===== src/lirc_pkg.sv =====
// Shared constants, register codes and controller/datapath interface types
// for the linear interpolation rate converter. No dependencies.
`default_nettype none

package lirc_pkg;

  localparam int CHANNELS     = 2;
  localparam int SAMPLE_BITS  = 16;
  localparam int STEP_BITS    = 10;
  localparam int CLOCK_BITS   = 21;
  localparam int MAX_OUT      = 16;
  localparam int CNT_BITS     = $clog2(MAX_OUT);
  localparam int CH_BITS      = (CHANNELS > 1) ? $clog2(CHANNELS) : 1;
  localparam int MN_BITS      = 2 * STEP_BITS;
  localparam int PROD_BITS    = STEP_BITS + SAMPLE_BITS + 1;
  localparam int DIV_BITS     = (PROD_BITS > CLOCK_BITS) ? PROD_BITS : CLOCK_BITS;
  localparam int DIV_CNT_BITS = $clog2(DIV_BITS + 1);
  localparam int TDATA_BITS   = ((CHANNELS * SAMPLE_BITS + 7) / 8) * 8;
  localparam int FILL_BITS    = 2;
  localparam int CFG_INDEX_BITS = 2;

  localparam logic [CFG_INDEX_BITS-1:0] REG_INPUT_STEP  = 2'd0;
  localparam logic [CFG_INDEX_BITS-1:0] REG_OUTPUT_STEP = 2'd1;

  localparam logic [STEP_BITS-1:0] INPUT_STEP_RESET  = 10'd9;
  localparam logic [STEP_BITS-1:0] OUTPUT_STEP_RESET = 10'd5;

  localparam logic [FILL_BITS-1:0] FILL_EMPTY = 2'd0;
  localparam logic [FILL_BITS-1:0] FILL_ONE   = 2'd1;
  localparam logic [FILL_BITS-1:0] FILL_TWO   = 2'd2;

  typedef struct packed {
    logic               load_first;
    logic               load_second;
    logic               shift;
    logic               reduce;
    logic               mod_start;
    logic               frac_load;
    logic               mul;
    logic               ch_start;
    logic               ch_store;
    logic               emit;
    logic               last;
    logic [CH_BITS-1:0] ch;
  } lirc_cmd_t;

  typedef struct packed {
    logic [FILL_BITS-1:0] fill;
    logic                 oc_gt_ic;
    logic                 next_gt_ic;
    logic                 div_done;
    logic                 out_free;
  } lirc_status_t;

endpackage

`default_nettype wire


===== src/lirc_div.sv =====
// Bit-serial restoring divider, one quotient bit per cycle.
// Depends on lirc_pkg for the dividend and divisor widths.
`default_nettype none

module lirc_div (
  input  wire logic                           clk,
  input  wire logic                           rst,
  input  wire logic                           start,
  input  wire logic [lirc_pkg::DIV_BITS-1:0]  dividend,
  input  wire logic [lirc_pkg::STEP_BITS-1:0] divisor,
  output logic                                busy,
  output logic                                done,
  output logic [lirc_pkg::DIV_BITS-1:0]       quotient,
  output logic [lirc_pkg::STEP_BITS-1:0]      remainder
);
  import lirc_pkg::*;

  logic [DIV_BITS-1:0]     quo;
  logic [STEP_BITS-1:0]    rem;
  logic [STEP_BITS-1:0]    dvs;
  logic [DIV_CNT_BITS-1:0] count;
  logic [STEP_BITS:0]      trial;
  logic [STEP_BITS:0]      diff;
  logic                    fits;

  assign trial = {rem, quo[DIV_BITS-1]};
  assign diff  = trial - {1'b0, dvs};
  assign fits  = (trial >= {1'b0, dvs});

  always_ff @(posedge clk) begin
    if (rst) begin
      busy  <= 1'b0;
      done  <= 1'b0;
      count <= '0;
    end else begin
      done <= 1'b0;
      if (start) begin
        busy  <= 1'b1;
        count <= DIV_CNT_BITS'(DIV_BITS);
      end else if (busy) begin
        count <= count - 1'b1;
        if (count == DIV_CNT_BITS'(1)) begin
          busy <= 1'b0;
          done <= 1'b1;
        end
      end
    end
  end

  always_ff @(posedge clk) begin
    if (start) begin
      quo <= dividend;
      rem <= '0;
      dvs <= divisor;
    end else if (busy) begin
      quo <= {quo[DIV_BITS-2:0], fits};
      rem <= fits ? diff[STEP_BITS-1:0] : trial[STEP_BITS-1:0];
    end
  end

  assign quotient  = quo;
  assign remainder = rem;

  a_start_idle: assert property (@(posedge clk) disable iff (rst) start |-> !busy)
    else $error("divider started while busy");
  a_done_after_busy: assert property (@(posedge clk) disable iff (rst)
    done |-> ($past(busy) && !busy))
    else $error("divider done without a preceding run");

endmodule

`default_nettype wire


===== src/lirc_datapath.sv =====
// Datapath: step registers, sample pair, clocks, multiplier, shared divider
// and output register. Depends on lirc_pkg and lirc_div.
`default_nettype none

module lirc_datapath (
  input  wire logic                                clk,
  input  wire logic                                rst,
  input  wire lirc_pkg::lirc_cmd_t                 cmd,
  output lirc_pkg::lirc_status_t                   status,
  input  wire logic [lirc_pkg::TDATA_BITS-1:0]     s_tdata,
  input  wire logic                                cfg_we,
  input  wire logic [lirc_pkg::CFG_INDEX_BITS-1:0] cfg_index,
  input  wire logic [lirc_pkg::STEP_BITS-1:0]      cfg_data,
  output logic                                     m_tvalid,
  input  wire logic                                m_tready,
  output logic [lirc_pkg::TDATA_BITS-1:0]          m_tdata,
  output logic                                     m_tlast
);
  import lirc_pkg::*;

  logic [STEP_BITS-1:0]  input_step;
  logic [STEP_BITS-1:0]  output_step;
  logic [STEP_BITS-1:0]  m_eff;
  logic [STEP_BITS-1:0]  n_eff;
  logic [MN_BITS-1:0]    prod_mn;
  logic [CLOCK_BITS-1:0] mn_ext;
  logic [CLOCK_BITS-1:0] m_ext;
  logic [CLOCK_BITS-1:0] n_ext;
  logic [CLOCK_BITS-1:0] input_clock;
  logic [CLOCK_BITS-1:0] output_clock;
  logic [CLOCK_BITS-1:0] oc_next;
  logic [FILL_BITS-1:0]  fill_count;

  logic signed [SAMPLE_BITS-1:0] in_sample [CHANNELS];
  logic signed [SAMPLE_BITS-1:0] earlier_sample [CHANNELS];
  logic signed [SAMPLE_BITS-1:0] later_sample [CHANNELS];
  logic signed [SAMPLE_BITS-1:0] result [CHANNELS];
  logic signed [SAMPLE_BITS-1:0] out_data [CHANNELS];

  logic [STEP_BITS-1:0]         frac;
  logic signed [SAMPLE_BITS:0]  diff_sel;
  logic signed [STEP_BITS:0]    frac_s;
  logic signed [PROD_BITS:0]    product;
  logic [PROD_BITS:0]           prod_abs;
  logic                         prod_neg;
  logic [DIV_BITS-1:0]          div_dividend;
  logic                         div_busy;
  logic                         div_done;
  logic [DIV_BITS-1:0]          quotient;
  logic [STEP_BITS-1:0]         remainder;
  logic signed [SAMPLE_BITS+1:0] q_ext;
  logic signed [SAMPLE_BITS+1:0] e_ext;
  logic signed [SAMPLE_BITS+1:0] sum;

  // A step of zero behaves as a step of one.
  assign m_eff  = (input_step == '0) ? STEP_BITS'(1) : input_step;
  assign n_eff  = (output_step == '0) ? STEP_BITS'(1) : output_step;
  assign mn_ext = CLOCK_BITS'(prod_mn);
  assign m_ext  = CLOCK_BITS'(m_eff);
  assign n_ext  = CLOCK_BITS'(n_eff);
  assign oc_next = output_clock + m_ext;

  always_comb begin
    for (int c = 0; c < CHANNELS; c++) begin
      in_sample[c] = s_tdata[c*SAMPLE_BITS +: SAMPLE_BITS];
    end
  end

  assign diff_sel = $signed({later_sample[cmd.ch][SAMPLE_BITS-1], later_sample[cmd.ch]})
                  - $signed({earlier_sample[cmd.ch][SAMPLE_BITS-1], earlier_sample[cmd.ch]});
  assign frac_s   = $signed({1'b0, frac});
  assign prod_neg = product[PROD_BITS];
  assign prod_abs = prod_neg ? -product : product;

  assign div_dividend = cmd.mod_start ? DIV_BITS'(output_clock)
                                      : DIV_BITS'(prod_abs[PROD_BITS-1:0]);

  lirc_div u_div (
    .clk       (clk),
    .rst       (rst),
    .start     (cmd.mod_start | cmd.ch_start),
    .dividend  (div_dividend),
    .divisor   (n_eff),
    .busy      (div_busy),
    .done      (div_done),
    .quotient  (quotient),
    .remainder (remainder)
  );

  assign q_ext = $signed({1'b0, quotient[SAMPLE_BITS:0]});
  assign e_ext = $signed({{2{earlier_sample[cmd.ch][SAMPLE_BITS-1]}}, earlier_sample[cmd.ch]});
  assign sum   = prod_neg ? (e_ext - q_ext) : (e_ext + q_ext);

  // Control state: steps, clocks, fill level and output valid.
  always_ff @(posedge clk) begin
    if (rst) begin
      input_step   <= INPUT_STEP_RESET;
      output_step  <= OUTPUT_STEP_RESET;
      input_clock  <= '0;
      output_clock <= '0;
      fill_count   <= FILL_EMPTY;
      m_tvalid     <= 1'b0;
    end else begin
      if (cfg_we) begin
        case (cfg_index)
          REG_INPUT_STEP:  input_step  <= cfg_data;
          REG_OUTPUT_STEP: output_step <= cfg_data;
          default: ;
        endcase
      end
      if (cmd.load_first) begin
        input_clock  <= '0;
        output_clock <= '0;
        fill_count   <= FILL_ONE;
      end
      if (cmd.load_second) begin
        fill_count <= FILL_TWO;
      end
      if (cmd.reduce) begin
        if (input_clock > mn_ext) begin
          input_clock  <= input_clock - mn_ext + n_ext;
          output_clock <= (output_clock >= mn_ext) ? (output_clock - mn_ext) : '0;
        end else begin
          input_clock <= input_clock + n_ext;
        end
      end
      if (cmd.emit) begin
        output_clock <= oc_next;
        m_tvalid     <= 1'b1;
      end else if (m_tready) begin
        m_tvalid <= 1'b0;
      end
    end
  end

  // Payload registers.
  always_ff @(posedge clk) begin
    prod_mn <= m_eff * n_eff;
    for (int c = 0; c < CHANNELS; c++) begin
      if (cmd.load_first) begin
        earlier_sample[c] <= in_sample[c];
        later_sample[c]   <= '0;
      end else if (cmd.load_second) begin
        later_sample[c] <= in_sample[c];
      end else if (cmd.shift) begin
        earlier_sample[c] <= later_sample[c];
        later_sample[c]   <= in_sample[c];
      end
    end
    if (cmd.frac_load) begin
      frac <= remainder;
    end
    if (cmd.mul) begin
      product <= frac_s * diff_sel;
    end
    if (cmd.ch_store) begin
      result[cmd.ch] <= sum[SAMPLE_BITS-1:0];
    end
    if (cmd.emit) begin
      out_data <= result;
      m_tlast  <= cmd.last;
    end
  end

  always_comb begin
    m_tdata = '0;
    for (int c = 0; c < CHANNELS; c++) begin
      m_tdata[c*SAMPLE_BITS +: SAMPLE_BITS] = out_data[c];
    end
  end

  always_comb begin
    status.fill       = fill_count;
    status.oc_gt_ic   = (output_clock > input_clock);
    status.next_gt_ic = (oc_next > input_clock);
    status.div_done   = div_done;
    status.out_free   = !m_tvalid || m_tready;
  end

  a_emit_free: assert property (@(posedge clk) disable iff (rst)
    cmd.emit |-> (!m_tvalid || m_tready))
    else $error("result loaded over an item not yet taken");
  a_store_after_div: assert property (@(posedge clk) disable iff (rst)
    (cmd.ch_store || cmd.frac_load) |-> (div_done && !div_busy))
    else $error("divider result used before it is complete");

endmodule

`default_nettype wire


===== src/lirc_ctrl.sv =====
// Controller state machine: sequences fill, clock update and the per-output
// modulo, multiply and divide steps. Depends on lirc_pkg.
`default_nettype none

module lirc_ctrl (
  input  wire logic                   clk,
  input  wire logic                   rst,
  input  wire logic                   s_tvalid,
  output logic                        s_tready,
  input  wire logic                   restart,
  output lirc_pkg::lirc_cmd_t         cmd,
  input  wire lirc_pkg::lirc_status_t status
);
  import lirc_pkg::*;

  localparam logic [3:0] S_IDLE      = 4'd0;
  localparam logic [3:0] S_REDUCE    = 4'd1;
  localparam logic [3:0] S_CHECK     = 4'd2;
  localparam logic [3:0] S_MOD_START = 4'd3;
  localparam logic [3:0] S_MOD_WAIT  = 4'd4;
  localparam logic [3:0] S_MUL       = 4'd5;
  localparam logic [3:0] S_CH_START  = 4'd6;
  localparam logic [3:0] S_CH_WAIT   = 4'd7;
  localparam logic [3:0] S_EMIT      = 4'd8;

  localparam logic [CH_BITS-1:0]  LAST_CH  = CH_BITS'(CHANNELS - 1);
  localparam logic [CNT_BITS-1:0] LAST_CNT = CNT_BITS'(MAX_OUT - 1);

  logic [3:0]          state, state_next;
  logic [CH_BITS-1:0]  ch, ch_next;
  logic [CNT_BITS-1:0] cnt, cnt_next;

  always_comb begin
    cmd        = '0;
    cmd.ch     = ch;
    state_next = state;
    ch_next    = ch;
    cnt_next   = cnt;
    s_tready   = (state == S_IDLE);
    case (state)
      S_IDLE: begin
        if (s_tvalid) begin
          cnt_next = '0;
          if (restart || status.fill == FILL_EMPTY) begin
            cmd.load_first = 1'b1;
          end else if (status.fill == FILL_ONE) begin
            cmd.load_second = 1'b1;
            state_next      = S_CHECK;
          end else begin
            cmd.shift  = 1'b1;
            state_next = S_REDUCE;
          end
        end
      end
      S_REDUCE: begin
        cmd.reduce = 1'b1;
        state_next = S_CHECK;
      end
      S_CHECK: begin
        state_next = status.oc_gt_ic ? S_IDLE : S_MOD_START;
      end
      S_MOD_START: begin
        cmd.mod_start = 1'b1;
        state_next    = S_MOD_WAIT;
      end
      S_MOD_WAIT: begin
        if (status.div_done) begin
          cmd.frac_load = 1'b1;
          ch_next       = '0;
          state_next    = S_MUL;
        end
      end
      S_MUL: begin
        cmd.mul    = 1'b1;
        state_next = S_CH_START;
      end
      S_CH_START: begin
        cmd.ch_start = 1'b1;
        state_next   = S_CH_WAIT;
      end
      S_CH_WAIT: begin
        if (status.div_done) begin
          cmd.ch_store = 1'b1;
          if (ch == LAST_CH) begin
            state_next = S_EMIT;
          end else begin
            ch_next    = ch + 1'b1;
            state_next = S_MUL;
          end
        end
      end
      S_EMIT: begin
        if (status.out_free) begin
          cmd.emit   = 1'b1;
          cmd.last   = (cnt == LAST_CNT) || status.next_gt_ic;
          cnt_next   = cnt + 1'b1;
          state_next = cmd.last ? S_IDLE : S_MOD_START;
        end
      end
      default: begin
        state_next = S_IDLE;
      end
    endcase
  end

  always_ff @(posedge clk) begin
    if (rst) begin
      state <= S_IDLE;
      ch    <= '0;
      cnt   <= '0;
    end else begin
      state <= state_next;
      ch    <= ch_next;
      cnt   <= cnt_next;
    end
  end

  a_done_in_wait: assert property (@(posedge clk) disable iff (rst)
    status.div_done |-> (state == S_MOD_WAIT || state == S_CH_WAIT))
    else $error("divider finished outside a wait state");
  a_cap_last: assert property (@(posedge clk) disable iff (rst)
    (cmd.emit && cnt == LAST_CNT) |-> cmd.last)
    else $error("more results than allowed for one item");

endmodule

`default_nettype wire


===== src/linear_interp_rate_converter.sv =====
// Each result runs the shared bit-serial divider through all DIV_BITS quotient bits, once
// for the output clock modulo and again for each channel quotient.
// Throughput: one item at a time; up to 16 results per item, the rest follow later items.
// Reset (synchronous, active high) clears clocks, fill level and handshakes and restores
// input_step to 9 and output_step to 5; no clearing pass.
`default_nettype none

module linear_interp_rate_converter (
  input  wire logic                                clk,
  input  wire logic                                rst,
  // Input samples. s_tdata, from the lowest bit: sample_ch0, sample_ch1.
  input  wire logic                                s_tvalid,
  output logic                                     s_tready,
  input  wire logic [lirc_pkg::TDATA_BITS-1:0]     s_tdata,
  // s_tuser: restart.
  input  wire logic                                s_tuser,
  // Results. m_tdata, from the lowest bit: out_ch0, out_ch1. m_tlast: last.
  output logic                                     m_tvalid,
  input  wire logic                                m_tready,
  output logic [lirc_pkg::TDATA_BITS-1:0]          m_tdata,
  output logic                                     m_tlast,
  // Configuration writes: index 0 is input_step, index 1 is output_step.
  input  wire logic                                cfg_valid,
  output logic                                     cfg_ready,
  input  wire logic [lirc_pkg::CFG_INDEX_BITS-1:0] cfg_index,
  input  wire logic [lirc_pkg::STEP_BITS-1:0]      cfg_data
);
  import lirc_pkg::*;

  lirc_cmd_t    cmd;
  lirc_status_t status;

  // Step registers are always writable, so software must write them only while idle.
  assign cfg_ready = 1'b1;

  // The controller walks each item through fill, clock update and the output loop,
  // while the datapath holds all sample and clock state and the output register.
  lirc_ctrl u_ctrl (
    .clk      (clk),
    .rst      (rst),
    .s_tvalid (s_tvalid),
    .s_tready (s_tready),
    .restart  (s_tuser),
    .cmd      (cmd),
    .status   (status)
  );

  lirc_datapath u_datapath (
    .clk       (clk),
    .rst       (rst),
    .cmd       (cmd),
    .status    (status),
    .s_tdata   (s_tdata),
    .cfg_we    (cfg_valid & cfg_ready),
    .cfg_index (cfg_index),
    .cfg_data  (cfg_data),
    .m_tvalid  (m_tvalid),
    .m_tready  (m_tready),
    .m_tdata   (m_tdata),
    .m_tlast   (m_tlast)
  );

endmodule

`default_nettype wire


===== config.mk =====
export PLATFORM = sky130hd
export DESIGN_NAME = linear_interp_rate_converter
export DESIGN_NICKNAME = d
export VERILOG_FILES = /design/src/lirc_pkg.sv /design/src/lirc_div.sv /design/src/lirc_datapath.sv /design/src/lirc_ctrl.sv /design/src/linear_interp_rate_converter.sv
export SDC_FILE = /design/constraint.sdc
export NUM_CORES = 1
export LEC_CHECK = 0
export BUFFER_PORTS_ARGS = -buffer_cell sky130_fd_sc_hd__buf_2
export CAP_MARGIN = 5
export CORE_UTILIZATION = 45
export DETAILED_ROUTE_END_ITERATION = 16
export SETUP_SLACK_MARGIN = 0.15
export SYNTH_ARGS = -nofsm -noshare
export SYNTH_HDL_FRONTEND = slang
export SYNTH_SLANG_ARGS = --single-unit

===== constraint.sdc =====
create_clock -name clk -period 10.8 [get_ports clk]
set_input_delay 0.54 -clock clk [delete_from_list [all_inputs] [get_ports clk]]
set_output_delay 0.54 -clock clk [all_outputs]
set_load 0.05 [all_outputs]

==> results of run 1 <==
-- final cells by class --
type	instances	area (um^2)
Clock inverter	21	195
Sequential cell	316	8370
Fill cell	5986	32600
Multi-Input combinational cell	2208	18800
Inverter	432	1620
Clock buffer	46	1040
Tap cell	855	1070
Timing Repair Buffer	110	619
-- routing by layer --
layer  wire length [um]  up-vias  track usage (%)  share of wire, %
met5                  0        -                0                 0
met4               2190        0             7.64               3.0
met3               3120      103             2.61               4.3
met2              34800      520             37.8                47
met1              33300    10800             30.2                45
li1                   -    10500                -                 -
-- final timing paths --
| kind | endpoint | slack (ps) |
|---|---|---|
| max | u_datapath.product[27] | 1750 |
| min | u_datapath.output_step[0] | 230 |
| max reg2reg | u_datapath.product[27] | 1750 |
| min reg2reg | u_datapath.m_tdata[24] | 420 |
-- worst max-delay path: cells and delay by family (launching register included) --
kind	cells	cell delay (ps)
xor+xnor	1	870
buf+inv	4	220
fa+ha+maj	8	3610
mux	2	490
flops	1	930
simple gates	6	670
compound gates	10	2000
-- state kept, by name (all words and copies together), names as in the netlist, 2 cells and up, named ones only --
| name | count |
|---|---|
| u_ctrl.cnt | 4 |
| u_ctrl.state | 4 |
| u_datapath.earlier_sample | 32 |
| u_datapath.fill_count | 2 |
| u_datapath.frac | 10 |
| u_datapath.input_clock | 21 |
| u_datapath.input_step | 10 |
| u_datapath.later_sample | 32 |
| u_datapath.m_tdata | 32 |
| u_datapath.output_clock | 21 |
| u_datapath.output_step | 10 |
| u_datapath.prod_mn | 20 |
| u_datapath.product | 28 |
| u_datapath.result | 32 |
| u_datapath.u_div.count | 5 |
| u_datapath.u_div.dvs | 10 |
| u_datapath.u_div.quotient | 27 |
| u_datapath.u_div.remainder | 10 |
-- where the power goes --
group / leakage [nW] / switching, mW / internal [mW] / total [mW]
Clock: 0.598 / 0.545 / 0.742 / 1.29
Sequential: 2.81 / 0.0520 / 1.71 / 1.76
Combinational: 10.9 / 3.90 / 2.95 / 6.86
Total: 14.3 / 4.50 / 5.40 / 9.90
-- cell usage after synthesis, drive strengths merged (4+ instances only) --
master	n
nand3	37
a22oi	14
nor2b	52
buf	22
fa	233
o21a	20
and3	50
nand3b	13
dfxtp	112
o22ai	7
o21ai	104
o311ai	5
o31ai	15
and3b	7
nor3	56
inv	429
or4	4
clkbuf	92
ha	288
a31oi	30
and2	105
or2	12
or3	19
a221oi	16
nand2	251
mux2	48
a21oi	150
nor2	187
xnor2	129
a211oi	19
a211o	6
o211ai	11
a21o	66
o21bai	16
a41oi	7
o41ai	7
mux2i	44
xor2	56
a21boi	16
nor4	9
nand2b	29
edfxtp	204
a2111oi	6
nand4	23
-- kinds of logic (layout without fill, tap and decap cells) --
group / Yosys count / in the layout / synth area share, %
AND/OR/NAND/NOR: 864 / 864 / 14.6
XOR/XNOR: 185 / 185 / 5.57
other: 1 / 1 / 0.0128
adder cells (fa/ha/maj): 521 / 521 / 28.3
multiplexers: 92 / 92 / 3.35
buffers and inverters: 546 / 609 / 7.10
AO/OA/AOI/OAI: 545 / 545 / 12.5
flip-flops: 316 / 316 / 28.6
==> impl_results.md, run 1 <==
* Clk Tree Root Cell: clkbuf_16
* Syn Nets at 3641
* Hold Path Cell Cnt at 3
* Crit share post-route at 83.8%
* # DRC at 0
* Overall power at 9.90 mW
* Num CTS Buffers at 38
* DR iter-0 viols at 1373
* Final-report setup violation count at 0
* Total Routing Usage GR at 22.5%
* Cell count after placement at 3920
* Skew final at 37.6 ps
* Unrepaired setup endpoints after global routing: false
* Die area at 66000 um^2
* CTS tree: built
* Share of cells above drive strength 1 at approximately 8.5%
* Leakage at between 10 and 15 nW
* Crit path max fanout at 32
* Top FF cell, synth: edfxtp_1
* R2R cell count at 31
* RePlAce Congestion at just over 0.9
* Final hold viol count at 0
* EDFF count, synth at 204
* IO buf count at 84
* Antenna violations before repair at 0
* Die Y at 257 um
* First-pass GRT wire length at 119000 um
* Commonest cells after routing, fill and taps aside: inv_1 (428), ha_1 (288), nand2_1 (251)
* Total Negative Setup Slacks at 0 ps
* Post-synth ARST share at 0%
* Clk slew on worst S/H paths at about 60 ps
* Hold_ws at 232 ps
* Avg Inst Size Synth at ~9.5 um^2
* CP peak stage delay at a little over 900 ps
* Setup WS pre-CTS at 1860 ps
* Post-synth cell types at between 90 and 100
* First-pass iteration count of the detailed router at 5
* CP Class: flop to flop
* Hold_sp: cfg_data[0]
* Synth warn at 0
* Pwr/cell area at 312 nW/um^2
* Req. time, crit path at 11090 ps
* Final Instance Count excl. Fillers at 3988
* Max Root-Sink Buffers at 3
* Post-synth top area share at 20.9%
* Post-DRT Antenna Nets at 0
* Status: finished, final reports clean
* Max frequency at 111 MHz
* Setup crit end kind: flop
* Slew @ Worst Pin at 1280 ps
* Fin nets at 3677
* Antenna diodes at 0
* Startpoint types: flop
* Total grt overflow at 0
* Register area share after synthesis at between 20% and 30%
* Largest cells by area after synthesis: edfxtp_1 (21%), fa_1 (16%), ha_1 (12%), dfxtp_1 (7.7%), inv_1 (5.5%)
* Core ar. at 64300 um^2
* Worst ir drop on vdd at 0.494 mV
* Die Wd at 257 um
* DP Area at 30500 um^2
* CTS resizes at 0
* Starting Density at 45.5%
* I/O pin count at 86
* Post-synth top area cell: edfxtp_1
* Synthesized area at roughly 29000 um^2
* Critical path's slowest cell: dfxtp_2
* Row count at 93
* Commonest non-fill, non-tap cell in the layout: inv_1
* Slew Limit Headroom at 14.2%
* Htree depth at 2
* Shortest period the worst path allows at 9050 ps
* Area growth syn-to-layout at 8.51%
* Max_cap viols at 0
* Hold Buf Count CTS at 0
* Most used cell, CP: fa_1
* Final HPWL DP at 57800 um
* Final WL at 73400 um
* Final Slew Violations at 0
* DR WL/cell at 18.4 um
* Worst skew pair latency at 580 ps
* Post-route cell area at 31700 um^2
* Final worst slack at 1750 ps
* Vias at 21.9k
* Crit path DAT at between 9000 and 10000 ps
* DR vias/cell at 5.50
* Fin util at 49.3%
* Worst hold path type: primary input to flop
* Cell count after synthesis at 3070
* Postcts setup bufs at 0
* Number of global-route vias before repair at 22.5k
* Synthesized flop and latch total at 316
* Largest net degree at the start of global routing at 68
* CTS Sinks at 316
(Power assumes the default switching activity.)
==> inputs of run 2 (changes only) <==
clock period = 8.61 ns   (was 10.8 ns; I/O delays follow)
==> impl_results.md, run 2 (synthesis gave the netlist of run 1 again) <==
* Final-report setup violation count at 0
* DR WL/cell at between 15 and 20 um
* Total grt overflow at 0
* Starting Density at between 40% and 50%
* Total Negative Setup Slacks at 0 ps
* Core ar. at 64300 um^2
* Num CTS Buffers at 40
* Startpoint types: flop
* Setup WS pre-CTS at 101 ps
* Largest net degree at the start of global routing at 68
* DR vias/cell at 5.49
* Area growth syn-to-layout at 9.77%
* Worst hold path type: primary input to flop
* Antenna violations before repair at 0
* Pwr/cell area at 390 nW/um^2
* CP top delay family: adder cells
* Final worst slack at 615 ps
* Final Instance Count excl. Fillers at 4018
* CTS Sinks at 316
* Number of global-route vias before repair at 22.6k
* Crit path DAT at a little over 8000 ps
* Die area at 66000 um^2
* First-pass iteration count of the detailed router at 5
* Commonest non-fill, non-tap cell in the layout: inv_1
* Commonest cells after routing, fill and taps aside: inv_1 (428), ha_1 (288), nand2_1 (251)
* Fin nets at between 3k and 4k
* Status: finished, final reports clean
* First-pass GRT wire length at between 100000 and 150000 um
* Final hold viol count at 0
* Die Y at approximately 260 um
* Clk slew on worst S/H paths at 70 ps
* IO buf count at 84
* Cell count after placement at ~4k
* Vias at 22.1k
* Final WL at 74100 um
* Clk Tree Root Cell: clkbuf_16
* Unrepaired setup endpoints after global routing: false
* Final Slew Violations at 0
* Worst path bufs/invs at 6
* Req. time, crit path at 8910 ps
* Worst skew pair latency at 570 ps
* Skew final at 34.0 ps
* DR iter-0 viols at 1362
* Setup crit end kind: flop
* Max frequency at approximately 130 MHz
* Final HPWL DP at 58500 um
* Antenna diodes at 0
* Row count at 93
* Post-DRT Antenna Nets at 0
* Die Wd at 257 um
* Leakage at 14.5 nW
* Htree depth at 2
* Shortest period the worst path allows at 7990 ps
* CP peak stage delay at 550 ps
* Worst ir drop on vdd at approximately 0.63 mV
* Max Root-Sink Buffers at 3
* Slew Limit Headroom at 2.28%
* Max_cap viols at 0
* Share of cells above drive strength 1 at approximately a tenth
* CTS tree: built
* Crit share post-route at roughly 93%
* Most used cell, CP: fa_1
* Total Routing Usage GR at a little under a quarter
* RePlAce Congestion at 0.910
* CP Class: flop to flop
* Crit path max fanout at 22
* Critical path's slowest cell: fa_1
* # DRC at 0
* I/O pin count at 86
* Slew @ Worst Pin at 1450 ps
[run 2: cell count changes in the layout (fill, tap and decap cells not counted), moves of 3 or more]
cell	previous run	this run
clkbuf_8	4	1
clkinv_1	5	2
a21boi_0	13	10
xnor2_1	128	124
xnor2_2	1	4
clkbuf_1	3	14
buf_4	25	48
clkinvlp_4	5	2
a21boi_1	2	5
o21ai_1	14	17
o21ai_0	89	86
[run 2: stage by stage]
| stage | area, um^2 | util [%] | total power, mW | hold WS (ps) |
|---|---|---|---|---|
| after floorplan | 29200 | - | 9.07 | 400 |
| after global placement | 30600 | 47.6 | 10.7 | 403 |
| after detailed placement | 30600 | 47.6 | 10.9 | 405 |
| after CTS | 32000 | 49.7 | 12.7 | 70.9 |
| after global routing | 32100 | 49.9 | 14.0 | 111 |
| final | 32100 | 49.9 | 12.5 | 117 |
[run 2: timing repair]
item,4_1_cts,5_1_grt
gates resized for setup,1,19
hold buffers,0,0
setup buffers,0,7
cloned,0,1
setup endpoints to repair,3,7
pin swaps,0,5
[run 2: worst paths after layout]
check | cells after the start | slack, ps | from | end
setup / recovery | 31 | 620 | flop | u_datapath.product[26]
hold / removal | 2 | 120 | s_tuser | u_datapath.fill_count[1]
setup reg to reg | 31 | 620 | flop | u_datapath.product[26]
hold reg to reg | 0 | 420 | u_datapath.result[8] | u_datapath.m_tdata[24]
[run 2: metal layers]
layer  up-vias  GRT usage, %  wire length [um]
met2       548          39.1             36200
met3        81          2.39              3380
met1     10900          30.4             33100
met5         -             0                 0
li1      10500             -                 -
met4         0          5.80              1480
[run 2: area by class of cell]
class                   count  area (um^2)
well taps                 855         1070
fillers                  5929        32200
repair buffers            133          792
clock inverters            17          249
multi-input cells        2209        18900
flip-flops and latches    316         8370
inverters                 432         1620
clock buffers              56         1090
[run 2: worst reg2reg max path, delay by kind of cell (launching register included)]
kind                       cells  cell delay [ps]
muxes                          1              370
buffers and inverters          6              810
AOI/OAI and AO/OA             13             2310
and+or+nand+nor                2              430
xor gates and xnor gates       2              220
adders and majority gates      7             3240
DFF                            1              340
[run 2: where the power goes]
group | switching (mW) | total (mW) | internal (mW)
Clock | 0.677 | 1.70 | 1.02
Combinational | 4.86 | 8.62 | 3.76
Sequential | 0.0666 | 2.21 | 2.14
Total | 5.61 | 12.5 | 6.92
